[config.mk]
export PLATFORM = sky130hd
export DESIGN_NAME = hid_idle_report_scheduler_unit
export DESIGN_NICKNAME = d
export VERILOG_FILES = /design/src/sv/hirs_pkg.sv /design/src/sv/hirs_fifo.sv /design/src/sv/hirs_front.sv /design/src/sv/hirs_back.sv /design/src/sv/hid_idle_report_scheduler_unit.sv
export VERILOG_INCLUDE_DIRS = /design/src /design/src/sv
export SDC_FILE = /design/constraint.sdc
export NUM_CORES = 1
export LEC_CHECK = 0
export BUFFER_PORTS_ARGS = -buffer_cell sky130_fd_sc_hd__clkbuf_2
export CAP_MARGIN = 20
export CORE_MARGIN = 4
export CORE_UTILIZATION = 45
export DETAILED_ROUTE_END_ITERATION = 10
export PLACE_DENSITY = 0.69
export SLEW_MARGIN = 20
export SYNTH_ARGS = -nofsm -noshare
export SYNTH_HDL_FRONTEND = slang
export SYNTH_SLANG_ARGS = --single-unit
[constraint.sdc]
create_clock -name clk -period 8.55 [get_ports clk]
set_clock_uncertainty 0.05 [all_clocks]
set_input_delay 0.4275 -clock clk [delete_from_list [all_inputs] [get_ports clk]]
set_output_delay 0.4275 -clock clk [all_outputs]
set_load 0.005 [all_outputs]
[src/sv/hid_idle_report_scheduler_unit_macros.svh]
// Assertion macros shared by the idle report scheduler RTL.
// Depends on nothing; included by files that carry concurrent assertions.
`ifndef HID_IDLE_REPORT_SCHEDULER_UNIT_MACROS_SVH
`define HID_IDLE_REPORT_SCHEDULER_UNIT_MACROS_SVH

// antecedent implies consequent in the same cycle
`define HIRS_ASSERT_SAME(label, clk, rst, ante, cons, msg) \
  label: assert property (@(posedge clk) disable iff (rst) (ante) |-> (cons)) \
    else $error(msg);

// antecedent implies consequent in the next cycle
`define HIRS_ASSERT_NEXT(label, clk, rst, ante, cons, msg) \
  label: assert property (@(posedge clk) disable iff (rst) (ante) |=> (cons)) \
    else $error(msg);

`endif

[src/sv/hirs_pkg.sv]
// Shared types and constants of the HID idle report scheduler.
// No dependencies; imported by the front, back and top modules of the block.
`default_nettype none
package hirs_pkg;

  localparam int HIRS_MAX_IDS = 8;
  localparam int MASK_W       = 8;

  localparam logic [1:0] FUNC_SET_IDLE = 2'd0;
  localparam logic [1:0] FUNC_GET_IDLE = 2'd1;
  localparam logic [1:0] FUNC_LOOP     = 2'd2;

  localparam logic KIND_REPLY  = 1'b0;
  localparam logic KIND_REPORT = 1'b1;

  localparam logic [3:0] ACTIVE_IDS_RESET = 4'd4;
  localparam logic [7:0] IDLE_STEP        = 8'd5;
  localparam logic [7:0] IDLE_EXPIRE      = 8'd4;

  typedef struct packed {
    logic [1:0] func;
    logic [7:0] report_id;
    logic [7:0] rate;
    logic       frame_tick;
    logic [7:0] changed_mask;
    logic       idle_tick;
    logic       ep_ready;
  } in_item_t;

  typedef struct packed {
    logic       kind;
    logic [3:0] out_report_id;
    logic [7:0] rate_value;
    logic       ok;
    logic       last;
  } out_item_t;

  // work handed from front to back: one reply, or a mask of due reports
  typedef struct packed {
    logic              is_reply;
    logic [3:0]        rid;
    logic [7:0]        rv;
    logic              ok;
    logic [MASK_W-1:0] mask;
  } job_t;

endpackage
`default_nettype wire

[src/sv/hirs_fifo.sv]
// Small register queue between the front and back parts.
// Depends on nothing but its parameters.
`default_nettype none
module hirs_fifo #(
  parameter int W     = 8,
  parameter int DEPTH = 2
) (
  input  logic         clk,
  input  logic         rst,
  input  logic         push,
  input  logic [W-1:0] wdata,
  output logic         full,
  input  logic         pop,
  output logic [W-1:0] rdata,
  output logic         empty
);

  localparam int PTR_W = (DEPTH > 1) ? $clog2(DEPTH) : 1;

  logic [W-1:0]     mem [DEPTH];
  logic [PTR_W-1:0] wr_ptr;
  logic [PTR_W-1:0] rd_ptr;
  logic [PTR_W:0]   count;
  logic             do_push;
  logic             do_pop;

  assign full    = (count == (PTR_W+1)'(DEPTH));
  assign empty   = (count == '0);
  assign do_push = push && !full;
  assign do_pop  = pop && !empty;
  assign rdata   = mem[rd_ptr];

  always_ff @(posedge clk) begin
    if (do_push) begin
      mem[wr_ptr] <= wdata;
    end
  end

  always_ff @(posedge clk) begin
    if (rst) begin
      wr_ptr <= '0;
      rd_ptr <= '0;
      count  <= '0;
    end else begin
      if (do_push) begin
        wr_ptr <= (wr_ptr == PTR_W'(DEPTH - 1)) ? '0 : wr_ptr + 1'b1;
      end
      if (do_pop) begin
        rd_ptr <= (rd_ptr == PTR_W'(DEPTH - 1)) ? '0 : rd_ptr + 1'b1;
      end
      if (do_push && !do_pop) begin
        count <= count + 1'b1;
      end else if (do_pop && !do_push) begin
        count <= count - 1'b1;
      end
    end
  end

endmodule
`default_nettype wire

[src/sv/hirs_front.sv]
// Front part: takes requests and loop passes, holds idle rates and counters,
// and queues replies or due-report masks. Depends on hirs_pkg.
`default_nettype none
module hirs_front #(
  parameter int MAX_IDS = hirs_pkg::HIRS_MAX_IDS
) (
  input  logic             clk,
  input  logic             rst,
  input  logic             push,
  input  hirs_pkg::in_item_t item,
  output logic             full,
  input  logic             cfg_we,
  input  logic [3:0]       cfg_data,
  output logic             job_push,
  output hirs_pkg::job_t   job,
  input  logic             job_full
);
  import hirs_pkg::*;

  logic [7:0]         idle_rate  [MAX_IDS];
  logic [7:0]         idle_count [MAX_IDS];
  logic [7:0]         count_next [MAX_IDS];
  logic [3:0]         active_ids;
  logic [MASK_W-1:0]  due;
  logic [7:0]         get_rate;
  logic               accept;
  logic               in_range;
  logic               is_set;
  logic               is_get;
  logic               is_loop;

  assign full    = job_full;
  assign accept  = push && !job_full;
  assign is_set  = (item.func == FUNC_SET_IDLE);
  assign is_get  = (item.func == FUNC_GET_IDLE);
  assign is_loop = (item.func == FUNC_LOOP);
  assign in_range = (item.report_id != 8'd0) && (item.report_id <= 8'(MAX_IDS));

  always_comb begin
    due      = '0;
    get_rate = '0;
    for (int i = 0; i < MAX_IDS; i++) begin
      count_next[i] = idle_count[i];
      if (item.report_id == 8'(i + 1)) begin
        get_rate = idle_rate[i];
      end
      if (4'(i) < active_ids) begin
        if (item.frame_tick && item.changed_mask[i]) begin
          due[i] = 1'b1;
        end
        if (item.idle_tick && (idle_rate[i] != 8'd0)) begin
          if (idle_count[i] > IDLE_EXPIRE) begin
            count_next[i] = idle_count[i] - IDLE_STEP;
          end else begin
            count_next[i] = idle_rate[i];
            due[i]        = 1'b1;
          end
        end
      end
    end
  end

  always_comb begin
    job_push     = accept && (is_get || (is_loop && item.ep_ready && (due != '0)));
    job.is_reply = is_get;
    job.rid      = in_range ? item.report_id[3:0] : 4'd0;
    job.rv       = in_range ? get_rate : 8'd0;
    job.ok       = in_range;
    job.mask     = due;
  end

  always_ff @(posedge clk) begin
    if (rst) begin
      active_ids <= ACTIVE_IDS_RESET;
      for (int i = 0; i < MAX_IDS; i++) begin
        idle_rate[i]  <= '0;
        idle_count[i] <= '0;
      end
    end else begin
      if (cfg_we) begin
        active_ids <= cfg_data;
      end
      for (int i = 0; i < MAX_IDS; i++) begin
        if (accept && is_set &&
            ((item.report_id == 8'd0) || (item.report_id == 8'(i + 1)))) begin
          idle_rate[i] <= item.rate;
        end
        if (accept && is_loop) begin
          idle_count[i] <= count_next[i];
        end
      end
    end
  end

endmodule
`default_nettype wire

[src/sv/hirs_back.sv]
// Back part: pops queued work and emits results through an output register,
// one per cycle unless stalled. Depends on hirs_pkg and the assertion macros.
`default_nettype none
`include "hid_idle_report_scheduler_unit_macros.svh"
module hirs_back (
  input  logic              clk,
  input  logic              rst,
  input  hirs_pkg::job_t    job,
  input  logic              job_empty,
  output logic              job_pop,
  output hirs_pkg::out_item_t result,
  output logic              empty,
  input  logic              pop
);
  import hirs_pkg::*;

  logic              busy;
  logic              is_reply;
  logic [3:0]        rid;
  logic [7:0]        rv;
  logic              ok;
  logic [MASK_W-1:0] mask;
  logic              out_valid;
  out_item_t         nxt;
  logic [MASK_W-1:0] low_bit;
  logic [3:0]        low_id;
  logic              load;

  assign empty   = !out_valid;
  assign job_pop = !busy && !job_empty;
  assign load    = busy && (!out_valid || pop);
  assign low_bit = mask & (~mask + 1'b1);

  always_comb begin
    low_id = 4'd0;
    for (int i = MASK_W - 1; i >= 0; i--) begin
      if (mask[i]) begin
        low_id = 4'(i + 1);
      end
    end
  end

  always_comb begin
    if (is_reply) begin
      nxt.kind          = KIND_REPLY;
      nxt.out_report_id = rid;
      nxt.rate_value    = rv;
      nxt.ok            = ok;
      nxt.last          = 1'b1;
    end else begin
      nxt.kind          = KIND_REPORT;
      nxt.out_report_id = low_id;
      nxt.rate_value    = 8'd0;
      nxt.ok            = 1'b1;
      nxt.last          = ((mask & ~low_bit) == '0);
    end
  end

  always_ff @(posedge clk) begin
    if (load) begin
      result <= nxt;
    end
    if (job_pop) begin
      is_reply <= job.is_reply;
      rid      <= job.rid;
      rv       <= job.rv;
      ok       <= job.ok;
      mask     <= job.mask;
    end else if (load) begin
      mask <= mask & ~low_bit;
    end
  end

  always_ff @(posedge clk) begin
    if (rst) begin
      busy      <= 1'b0;
      out_valid <= 1'b0;
    end else begin
      if (job_pop) begin
        busy <= 1'b1;
      end else if (load && nxt.last) begin
        busy <= 1'b0;
      end
      if (load) begin
        out_valid <= 1'b1;
      end else if (pop) begin
        out_valid <= 1'b0;
      end
    end
  end

  `HIRS_ASSERT_SAME(a_due_job_nonempty, clk, rst, busy && !is_reply, mask != '0,
    "due job active with empty mask")
  `HIRS_ASSERT_NEXT(a_last_frees_back, clk, rst, load && nxt.last, !busy,
    "back still busy after last transfer")
  `HIRS_ASSERT_SAME(a_no_pop_while_busy, clk, rst, job_pop, !busy && !job_empty,
    "queue popped while a job is active")
  `HIRS_ASSERT_SAME(a_report_fields, clk, rst, out_valid && (result.kind == KIND_REPORT),
    result.ok && (result.rate_value == 8'd0) && (result.out_report_id != 4'd0),
    "due report transfer with bad fields")

endmodule
`default_nettype wire

[src/sv/hid_idle_report_scheduler_unit.sv]
// HID idle report scheduler, top level.
// Input side is a queue: an item transfers when push is high and full is low.
// Result side is a queue: the oldest result sits on result while empty is
// low and transfers when pop is high. cfg_we/cfg_data write the active ID count.
// A set idle request updates the rate table at its transfer and yields no
// result. A get idle request yields one reply; a loop pass updates the idle
// counters at its transfer; if ep_ready, it reports each due ID, ascending.
// The first result of an item passes the job queue, the job registers and the
// output register; results then come one per cycle while pop stays high, 1 to 8
// per item; the back part takes a new job only once the last result is loaded.
// A two-entry job queue parts front and back, so the front keeps taking items
// while results wait; when the receiver stalls, the output register holds,
// the queue fills and full rises.
// Reset clears all rates and counters, sets the active ID count to 4 and
// empties the queue and output register. Depends on hirs_pkg, hirs_front,
// hirs_fifo and hirs_back.
`default_nettype none
module hid_idle_report_scheduler_unit #(
  parameter int MAX_IDS = hirs_pkg::HIRS_MAX_IDS
) (
  input  logic                clk,
  input  logic                rst,
  input  logic                push,
  input  hirs_pkg::in_item_t  item,
  output logic                full,
  input  logic                cfg_we,
  input  logic [3:0]          cfg_data,
  output hirs_pkg::out_item_t result,
  output logic                empty,
  input  logic                pop
);
  import hirs_pkg::*;

  logic job_push;
  logic job_full;
  logic job_pop;
  logic job_empty;
  job_t job_in;
  job_t job_out;

  hirs_front #(
    .MAX_IDS (MAX_IDS)
  ) u_front (
    .clk      (clk),
    .rst      (rst),
    .push     (push),
    .item     (item),
    .full     (full),
    .cfg_we   (cfg_we),
    .cfg_data (cfg_data),
    .job_push (job_push),
    .job      (job_in),
    .job_full (job_full)
  );

  hirs_fifo #(
    .W     ($bits(job_t)),
    .DEPTH (2)
  ) u_fifo (
    .clk   (clk),
    .rst   (rst),
    .push  (job_push),
    .wdata (job_in),
    .full  (job_full),
    .pop   (job_pop),
    .rdata (job_out),
    .empty (job_empty)
  );

  hirs_back u_back (
    .clk       (clk),
    .rst       (rst),
    .job       (job_out),
    .job_empty (job_empty),
    .job_pop   (job_pop),
    .result    (result),
    .empty     (empty),
    .pop       (pop)
  );

endmodule
`default_nettype wire
* Yosys cells after proc, flatten, opt, wreduce, memory -nomap -nowiden
Memory sizes are Yosys's and may differ from the RTL's. A register that Yosys moved wholly into a read port is not among the register bits.
Cells that the tools add are included.
Widths: inputs -> output; s select.
** Storage, ports and cells
- Bits in registers :: 47
- Memory bits (writable) :: 172
- Input port bits :: 38
- Output and inout bits :: 17
- Logic and storage cells :: 286
- Memories :: 3
** Memories
- u_front.idle_count :: words 8, width 8, read ports 8, clocked after memory_dff 0, write ports 8, line hirs_front.sv:21 : logic [7:0] idle_count [MAX_IDS];
- u_front.idle_rate :: words 8, width 8, read ports 8, clocked after memory_dff 0, write ports 8, line hirs_front.sv:20 : logic [7:0] idle_rate [MAX_IDS];
- u_fifo.mem :: words 2, width 22, read ports 1, clocked after memory_dff 1, write ports 1, line hirs_fifo.sv:20 : logic [W-1:0] mem [DEPTH];
** Cells by class
- Add/subtract/negate cells :: 13
- Magnitude comparators :: 17
- Eq/ne operators :: 11
- Multiplexer cells :: 134
- Bitwise gates (word level) :: 20
- Reduce and logical (&&, ||, !) cells :: 72
** Operators with widths (number)
- $mux 8 :: 51
- $reduce_bool 8->1 :: 10
- $mux 1 :: 71
- $gt 8x3->1 const B :: 8
- $sub 8x3->8 const B :: 8
- $logic_and 1x1->1 :: 38
- $mux 4 :: 9
- $eq 8x3->1 const B :: 4
- $and 8x8->8 :: 2
- $eq 8x2->1 const B :: 2
- $logic_not 8->1 :: 2
- $lt 3x4->1 const A :: 4
- $not 8->8 :: 2
- $or 1x1->1 :: 16
- $mux 15 :: 1
- $logic_or 1x1->1 :: 10
- $add 8x1->8 const B :: 1
- $eq 8x1->1 const B :: 1
- $eq 8x4->1 const B :: 1
- $le 8x4->1 const B :: 1
- $lt 1x4->1 const A :: 2
- $lt 2x4->1 const A :: 2
- $reduce_bool 2->1 :: 4
- $logic_not 1->1 :: 6
- other kinds (7) :: 11

* Longest topological paths before layout
Gate-level depths: netlist of run 1.
- Depth in word-level cells :: 14
- Gate-level depth with buffers :: 12
- Mapped depth without buffers :: 12

* Modules after synthesis
Synthesis of run 1 repeated with hierarchy kept, for this count alone.
** Second synthesis, totals
- Cell total of the unflattened synthesis :: 928
- Area, all modules :: 10923.0 µm²
** By module, submodules not included
- hirs_front :: instances 1, cells each 728, area each 7579.8 µm², seq. area each 3923.8 µm²
- hirs_fifo :: instances 1, cells each 93, area each 1796.7 µm², seq. area each 1421.4 µm²
- hirs_back :: instances 1, cells each 107, area each 1546.5 µm², seq. area each 1151.1 µm²

* Worst setup path before layout of run 1
No wires, ideal clock.
- Kind :: flip-flop to flip-flop
- Start :: memory u_front.idle_count[0][6]
- End :: memory u_fifo.mem[1][0] (netlist name), enable pin
- Setup time :: 435 ps
- Arrival :: 3329 ps
- Data required time :: 8065 ps
- Setup slack :: 4736 ps
- Stages on the path, launching flop included :: 7
- Buffers on the path :: 0
- Period minus slack after synthesis :: 3814 ps
- Cells stage by stage :: edfxtp_1 -> or3_4 -> a2111oi_4 -> a32oi_1 -> nand4_1 -> o2111ai_2 -> a21boi_0
** RTL lines (line)
- from (decl) :: hirs_front.sv:21
- to (decl) :: hirs_fifo.sv:20

==> results.yml, run 1 <==
synth:
  syn_nets: 1000
  ys.flop_type: "edfxtp_1"
  netlist_instances: 945
  yosysSeqAreaShare_pct: 59.3
  synth.avg_cell_area_um2: 11.6
  synth_cell_type_count: 60
  synth-edff-count: 209
  synth-seq-cells: 220
  ys_warn_count: 0
  async_flop_share_pct: 0
  synth_area_um2: 11000
placement:
  placed_cells: 1276
  port_buffers: 54
  dp_hpwl_um: 17200
  place_congestion: 0.882
finish:
  nFillCells: 2028
  drive_gt1_share_pct: 14.1
  area_growth_pct: 11.7
  diodes: 0
  fin_cells: 1322
  multi_input_area_um2: 4120
  final_nets: 1039
  seq_area_um2: 6500
setup_path:
  cp_max_fo: 12
  end_kind: "flop"
  critical_path.max_stage_delay_ns: 0.64
  critPathTopFamily: "compound AO/OA/AOI/OAI gates"
  crit_required_ns: 8.94
  cp_slowest_cell: "a211oi_2"
  crit_chain: "or4_4, a211oi_2, a31oi_1, nand2_1, o2111ai_2, nand2_1, ha_1, or3_1, a21oi_1"
  startpoint_type: "flop"
  cp_num_buf_inv: 0
  r2r_cells: 9
  critPathMostFrequentCell: "nand2_1"
  worst_ep_arrival_time_ns: 3.64
  crit_cells: 9
  crit_type: "reg -> reg"
clock_tree:
  holdBufCountCts: 0
  cts_resized: 0
  cts.sinks: 220
  cts_tree: "done"
  postCtsSetupBuffers: 0
  clk_path_buf_depth: 3
  path_clk_slew_ns: 0.06
  cts_made_buffers: 25
  clock_latency_ns: 0.52
  htreeDepth: 1
  root_buffer: "clkbuf_16"
timing:
  post-route-min-period_ns: 3.26
  drv_slew: 0
  timing_hold_violations_final: 0
  setup_viol: 0
  slew_headroom_pct: 25.5
  tns_ns: 0
  rsz0062_at_grt: "no"
  tightest_slew_ns: 1.11
  timing.fmax_mhz: 307
  fin_crit_sh_pct: 38.1
grt:
  antenna_found_initial: 0
  overflow: 0
  grt_max_degree: 54
  grt_pass1_wl_um: 38300
  grt_use_total_pct: 18.1
  grt_pass1_vias: 7206
floorplan:
  core.rowCount: 56
  die_y_um: 164
  start_util_pct: 46.2
  die_w_um: 164
  core-area_um2: 23800
  io_pins: 55
  die-area_um2: 26900
worst_hold_path:
  hold_depth: 3
  hold_path.class: "in -> reg"
power:
  cellPowerDensity_nw_per_um2: 240
  ir_drop_uv: 159
  power_frac_comb_pct: 16.3
  intPower_mw: 2.14
  power_mw: 2.93
  p_leak_nw: 4.51
  p_switching_uw: 799
  seq_power_share_pct: 50.4
  switching_share_pct: 27.2
  power.clock.fraction_pct: 33.3
drt:
  routed_wl_um: 24200
  antenna_left: 0
  drc_errors: 0
  vias_per_cell: 5.57
  first_pass_iters: 6
  drt-initial-drc-count: 665
  vias: 7362
  wire_per_inst_um: 18.3
status:
  status: "complete, no violations"
run:
  drv_cap: 0
## worst register-to-register path: stages (launching register included)
cell and delay (ns):
edfxtp_1 0.43, or4_4 0.55, a211oi_2 0.64, a31oi_1 0.25, nand2_1 0.14, o2111ai_2 0.23
nand2_1 0.14, ha_1 0.26, or3_1 0.35, a21oi_1 0.13
## final timing paths
| path | to | slack [ns] | start |
|---|---|---|---|
| max | u_fifo.count[1] | 5.29 | u_front.idle_count[3][4] |
| min | u_front.active_ids[3] | 0.13 | cfg_data[3] |
| max reg2reg | u_fifo.count[1] | 5.29 | u_front.idle_count[3][4] |
| min reg2reg | u_back.out_valid | 0.44 | u_back.busy |
## metal layers
layer | share of wire, % | global-route usage (%) | up-vias | wire, µm
met5 | 0 | 0 | - | 0
met4 | 2.7 | 5.68 | 0 | 649
met2 | 48 | 30.3 | 284 | 11600
li1 | - | - | 3575 | -
met1 | 42 | 23.9 | 3455 | 10200
met3 | 7.3 | 3.49 | 48 | 1770
## through the flow
stage	hold WS, ns	utilization (%)	cell area (µm²)	setup WS [ns]
final	0.134	51.5	12200	5.29
after floorplan	0.401	-	11000	4.74
after global routing	0.123	51.5	12200	5.06
after CTS	0.114	51.5	12200	5.29
after global placement	0.431	48.4	11500	5.38
after detailed placement	0.431	48.4	11500	5.33
## logic make-up after synthesis
group / Yosys count / share of synthesized area (%)
xor gates and xnor gates: 42 / 3.36
AOI/OAI and AO/OA: 194 / 12.2
muxes: 54 / 5.30
and+or+nand+nor: 325 / 14.5
buffers and inverters: 91 / 3.20
DFF: 220 / 59.3
adders and majority gates: 19 / 2.12
## layout by cell type, fill, tap and decap left out, types with 6 or more instances in the layout
| cell | instances |
|---|---|
| nand2_1 | 40 |
| a21o_1 | 14 |
| nor4_1 | 26 |
| nor2_1 | 144 |
| xnor2_1 | 26 |
| clkbuf_16 | 25 |
| a211oi_1 | 36 |
| mux2_2 | 28 |
| inv_1 | 45 |
| o31ai_1 | 6 |
| a21oi_1 | 58 |
| nor3_1 | 15 |
| a221oi_1 | 11 |
| or3_1 | 11 |
| nand3_1 | 8 |
| nand2b_1 | 26 |
| edfxtp_1 | 209 |
| clkbuf_2 | 54 |
| ha_1 | 17 |
| a311oi_1 | 8 |
| and2_1 | 13 |
| nor2b_1 | 22 |
| clkinv_2 | 7 |
| o21ai_0 | 23 |
| mux2i_1 | 25 |
| xor2_1 | 16 |
| clkinv_1 | 7 |
| dfxtp_1 | 11 |
## power groups by stage
stage / clock, mW / combinational (mW) / sequential [mW]
after floorplan: 0 / 0.382 / 1.45
after global placement: 0 / 0.473 / 1.50
after detailed placement: 0 / 0.478 / 1.50
after CTS: 0.995 / 0.482 / 1.48
after global routing: 1.05 / 0.538 / 1.50
final: 0.976 / 0.478 / 1.48
## area by class of cell
type                            count  share of cell area [%]
Sequential cell                   220                    53.1
Multi-Input combinational cell    634                    33.7
Clock buffer                       29                    5.23
Tap cell                          319                    3.26
Timing Repair Buffer               58                    2.45
Inverter                           45                    1.38
Clock inverter                     17                   0.910
## Yosys cell counts (7+ instances only)
cell | n | share of area, %
a211oi_1 | 36 | 2.5
a21o_1 | 14 | 0.96
a21oi_1 | 59 | 2.7
a221oi_1 | 11 | 0.88
a311oi_1 | 8 | 0.64
and2_1 | 13 | 0.74
buf_2 | 7 | 0.32
clkbuf_1 | 34 | 1.2
dfxtp_1 | 11 | 2.0
edfxtp_1 | 209 | 57
ha_1 | 17 | 1.9
inv_1 | 45 | 1.5
mux2_2 | 28 | 2.9
mux2i_1 | 25 | 2.3
nand2_1 | 40 | 1.4
nand2b_1 | 26 | 1.5
nand3_1 | 8 | 0.37
nor2_1 | 144 | 4.9
nor2b_1 | 22 | 1.3
nor3_1 | 15 | 0.68
nor4_1 | 26 | 1.5
o21ai_0 | 23 | 1.0
or3_1 | 11 | 0.63
xnor2_1 | 26 | 2.1
xor2_1 | 16 | 1.3
## flip-flops by register name, indices dropped and copies added, names as in the netlist, named ones only
signal              cells
u_front.active_ids      4
u_back.ok               1
u_back.is_reply         1
u_fifo.count            2
u_fifo.mem             44
u_fifo.rd_ptr           1
u_back.rv               8
u_front.idle_count     64
u_back.rid              4
u_back.busy             1
u_front.idle_rate      64
u_fifo.wr_ptr           1
u_back.mask             8
u_back.out_valid        1
u_back.result          15
Power figures use the tool's default switching activity.
==> inputs of run 2 (changes only) <==
==> constraint.sdc (replaced) <==
create_clock -name clk -period 3.23 [get_ports clk]
set_clock_uncertainty 0.05 [all_clocks]
set_input_delay 0.1615 -clock clk [delete_from_list [all_inputs] [get_ports clk]]
set_output_delay 0.1615 -clock clk [all_outputs]
set_load 0.005 [all_outputs]
==> results.yml, run 2 (synthesis results as in run 1) <==
clock_tree:
  clk_path_buf_depth: 3
  root_buffer: "clkbuf_16"
  cts_made_buffers: 25
  cts_resized: 0
  path_clk_slew_ns: 0.06
  cts.sinks: 220
  clock_latency_ns: 0.51
  htreeDepth: 1
  cts_tree: "done"
  postCtsSetupBuffers: 0
power:
  p_leak_nw: 4.58
  cellPowerDensity_nw_per_um2: 630
  ir_drop_uv: 364
drt:
  drt-initial-drc-count: 742
  vias: 7575
  antenna_left: 0
  vias_per_cell: 5.65
  first_pass_iters: 5
  routed_wl_um: 25900
  wire_per_inst_um: 19.3
  drc_errors: 0
floorplan:
  die_w_um: 164
  core.rowCount: 56
  die_y_um: 164
  die-area_um2: 26900
  io_pins: 55
  start_util_pct: 46.2
  core-area_um2: 23800
setup_path:
  critPathTopFamily: "simple AND/OR/NAND/NOR gates"
  end_kind: "flop"
  r2r_cells: 9
  crit_chain: "or3_4, a2111oi_4, a32oi_1, nand4_1, o2111ai_2, nand2_1, ha_1, or3_1, a21oi_1"
  r2r_end: "u_fifo.count[1]"
  cp_max_fo: 5
  cp_slowest_cell: "a2111oi_4"
  worst_ep_arrival_time_ns: 3.36
  cp_num_buf_inv: 0
  reg2reg_from: "u_front.idle_count[0][6]"
  crit_type: "reg -> reg"
  crit_required_ns: 3.61
  critical_path.max_stage_delay_ns: 0.52
  startpoint_type: "flop"
  critPathLaunch: "u_front.idle_count[0][6]"
  r2r_slack_ns: 0.25
timing:
  post-route-min-period_ns: 2.98
  timing.fmax_mhz: 335
  setup_ws_ns: 0.247
  slew_headroom_pct: 30.3
  drv_slew: 0
  fin_crit_sh_pct: 92.3
  setup_viol: 0
  rsz0062_at_grt: "no"
  tightest_slew_ns: 1.05
  tns_ns: 0
  timing_hold_violations_final: 0
grt:
  overflow: 0
  grt_use_total_pct: 19.3
  antenna_found_initial: 0
  grt_pass1_vias: 7404
  grt_pass1_wl_um: 40300
  grt_max_degree: 53
finish:
  layout.cells.most_common_list: "edfxtp_1, nor2_1, a21oi_1"
  largestRegisters: "u_front.idle_count (64), u_front.idle_rate (64), u_fifo.mem (44)"
  layout_commonest_cell: "edfxtp_1"
  area_growth_pct: 13.1
  nFillCells: 2064
  diodes: 0
  stdcell_area_um2: 12400
  final_nets: 1059
  drive_gt1_share_pct: 14.6
placement:
  port_buffers: 54
  place_congestion: 0.926
  dp_hpwl_um: 18500
  dpl_cell_area_um2: 11600
  dp_slack_ns: 0.312
worst_hold_path:
  hold_path.class: "in -> reg"
  hold_path.startpoint: "item[27]"
  hold_depth: 2
  hold_end: "u_fifo.mem[0][21]"
status:
  status: "complete, no violations"
run:
  drv_cap: 0
## run 2: changes by cell type in the layout (fill, tap and decap cells not counted), sizes merged
cell         delta
buf            +11
dlygate4sd3     +9
clkinv          -5
clkbuf          +3
clkinvlp        +1
inv             -1
## run 2: what timing repair did
action	CTS	global route
hold buffers	9	0
endpoints found under the hold margin	6	0
setup endpoints to repair	0	0
## run 2: area by class of cell
type,count,area [µm²],share of cell area [%]
flip-flops and latches,220,6500,52.4
multi-input cells,634,4120,33.3
clock buffers,32,652,5.26
repair buffers,78,473,3.81
well taps,319,399,3.22
inverters,45,169,1.36
clock inverters,12,83.8,0.676
## run 2: metrics by stage
step                utilization, %  total power [mW]  std cells  hold WS (ns)
finish                        52.2              7.81       1340        0.0435
global route                  52.2              8.19       1340        0.0474
CTS                           52.2              7.86       1340        0.0228
detailed placement            48.7              5.28       1287         0.406
global placement              48.7              5.25       1287         0.410
floorplan                        -              4.85        945         0.234
## run 2: worst max path at each step
| stage | to | slack (ns) | depth (start not counted) |
|---|---|---|---|
| floorplan | u_fifo.mem[0][0] | 0.43 | 6 |
| global route | u_fifo.count[1] | 0.01 | 9 |
| global placement | u_fifo.count[1] | 0.34 | 9 |
| finish | u_fifo.count[1] | 0.25 | 9 |
| CTS | u_fifo.count[1] | 0.29 | 9 |
| detailed placement | u_fifo.count[1] | 0.31 | 9 |
## run 2: power by group
part | switching, mW | total, mW | internal, mW
clock | 1.07 | 2.57 | 1.50
sequential | 0.319 | 3.93 | 3.61
combinational | 0.749 | 1.30 | 0.554
total | 2.14 | 7.81 | 5.67
## run 2: layer usage
metal  track usage, %  part of all wire, %
met5                0                    0
met4             6.75                  3.2
met3             3.56                  5.8
met2             31.0                   46
met1             26.4                   45
==> inputs of run 3 (changes only) <==
--- a/config.mk
+++ b/config.mk
@@ -11,7 +11,8 @@
 export CORE_MARGIN = 4
 export CORE_UTILIZATION = 45
 export DETAILED_ROUTE_END_ITERATION = 10
-export PLACE_DENSITY = 0.69
+export PLACE_DENSITY = 0.65
+export SKIP_LAST_GASP = 1
 export SLEW_MARGIN = 20
 export SYNTH_ARGS = -nofsm -noshare
 export SYNTH_HDL_FRONTEND = slang
==> constraint.sdc (replaced) <==
create_clock -name clk -period 3.2 [get_ports clk]
set_clock_uncertainty 0.05 [all_clocks]
set_input_delay 0.16 -clock clk [delete_from_list [all_inputs] [get_ports clk]]
set_output_delay 0.16 -clock clk [all_outputs]
set_load 0.005 [all_outputs]
==> results.yml, run 3 (synthesis results as in run 1) <==
finish:
  final_nets: 1061
  layout.cells.most_common_list: "edfxtp_1, nor2_1, a21oi_1"
  final_util_pct: 52.6
  multi_input_area_um2: 4120
  area_growth_pct: 14.0
  nFillCells: 2054
  stdcell_area_um2: 12500
  diodes: 0
  largestRegisters: "u_front.idle_count (64), u_front.idle_rate (64), u_fifo.mem (44)"
  layout_commonest_cell: "edfxtp_1"
  drive_gt1_share_pct: 15.3
  seq_area_um2: 6500
drt:
  vias_per_cell: 5.57
  vias: 7474
  antenna_left: 0
  routed_wl_um: 25500
  drt-initial-drc-count: 621
  drc_errors: 0
  wire_per_inst_um: 19.0
  first_pass_iters: 5
floorplan:
  start_util_pct: 46.2
  core-area_um2: 23800
  die_y_um: 164
  die_w_um: 164
  io_pins: 55
  die-area_um2: 26900
  core.rowCount: 56
setup_path:
  startpoint_type: "flop"
  cp_slowest_cell: "a211oi_1"
  crit_chain: "a211oi_1, o221ai_1, a31oi_1, nand4_1, o2111ai_2, nand2_1, ha_1, or3_1, a21oi_1"
  crit_required_ns: 3.59
  r2r_end: "u_fifo.count[1]"
  r2r_slack_ns: 0.23
  worst_ep_arrival_time_ns: 3.36
  r2r_cells: 9
  cp_max_fo: 9
  critical_path.max_stage_delay_ns: 0.53
  reg2reg_from: "u_front.active_ids[2]"
  end_kind: "flop"
  crit_type: "reg -> reg"
status:
  status: "complete, no violations"
clock_tree:
  postCtsSetupBuffers: 0
  path_clk_slew_ns: 0.06
  holdBufCountCts: 9
  cts_made_buffers: 24
  cts.sinks: 220
  clk_path_buf_depth: 3
  clock_latency_ns: 0.52
  cts_tree: "done"
  htreeDepth: 1
  root_buffer: "clkbuf_16"
  cts_resized: 0
worst_hold_path:
  hold_path.class: "in -> reg"
  hold_path.startpoint: "cfg_we"
  hold_end: "u_front.active_ids[3]"
  hold_depth: 3
grt:
  grt_pass1_wl_um: 39900
  overflow: 0
  grt_max_degree: 53
  antenna_found_initial: 0
  grt_pass1_vias: 7215
  grt_use_total_pct: 19.0
run:
  drv_cap: 0
timing:
  drv_slew: 0
  post-route-min-period_ns: 2.97
  timing_hold_violations_final: 0
  timing.fmax_mhz: 337
  setup_viol: 0
  slew_headroom_pct: 34.0
  tightest_slew_ns: 0.982
  rsz0062_at_grt: "no"
  tns_ns: 0
  fin_crit_sh_pct: 92.7
placement:
  port_buffers: 54
  dp_hpwl_um: 18800
  dpl_cell_area_um2: 11600
  place_congestion: 0.868
power:
  p_leak_nw: 4.63
  ir_drop_uv: 318
  cellPowerDensity_nw_per_um2: 641
[run 3: cell types whose count changed in the layout (fill, tap and decap cells not counted), sizes merged]
cell      before  now
buf           15   18
bufinv         1    2
clkbuf        86   84
clkinv         9   10
clkinvlp       1    2
inv           46   45
[run 3: final cells by class]
cell class,count,share of cell area [%]
timing repair buffer,81,4.07
clock buffer,30,5.31
inverter,45,1.35
sequential,220,52.0
tap,319,3.19
multi-input combinational,634,33.0
clock inverter,14,1.07
[run 3: stage by stage]
step,setup slack (ns),hold WS [ns],cells,power [mW]
floorplan,0.395,0.232,945,4.89
global placement,0.299,0.368,1290,5.31
detailed placement,0.348,0.359,1290,5.32
CTS,0.328,0.0123,1343,8.07
global route,0.0564,0.0376,1343,8.39
finish,0.234,0.0197,1343,8.01
[run 3: how the worst max path moves through the flow]
stage | start | slack [ns] | cells past startpoint | end
floorplan | u_front.idle_count[0][6] | 0.40 | 6 | u_fifo.mem[0][0]
global placement | u_front.active_ids[1] | 0.30 | 9 | u_fifo.count[1]
detailed placement | u_front.idle_count[2][12] | 0.35 | 9 | u_fifo.mem[1][0]
CTS | u_front.idle_count[2][12] | 0.33 | 9 | u_fifo.mem[1][0]
global route | u_front.idle_count[2][12] | 0.06 | 10 | u_fifo.count[1]
finish | u_front.active_ids[2] | 0.23 | 9 | u_fifo.count[1]
[run 3: critical path, delay by kind of cell, from the launching register on]
family	cells	cell delay [ns]
adder cells (fa/ha/maj)	1	0.32
flip-flops	1	0.39
AND/OR/NAND/NOR	3	0.68
AO/OA/AOI/OAI	5	1.47
[run 3: metal layers]
metal / part of all wire, % / vias up / global-route usage, %
met5: 0 / - / 0
met4: 3.0 / 0 / 6.18
met3: 6.0 / 46 / 3.09
met2: 47 / 273 / 30.5
met1: 44 / 3536 / 26.6
li1: - / 3619 / -
[run 3: power by group]
part / total (mW) / switching [mW] / leakage, nW / internal [mW]
combinational: 1.37 / 0.801 / 2.08 / 0.568
clock: 2.73 / 1.10 / 0.386 / 1.63
sequential: 3.90 / 0.259 / 2.17 / 3.65
total: 8.01 / 2.16 / 4.63 / 5.84
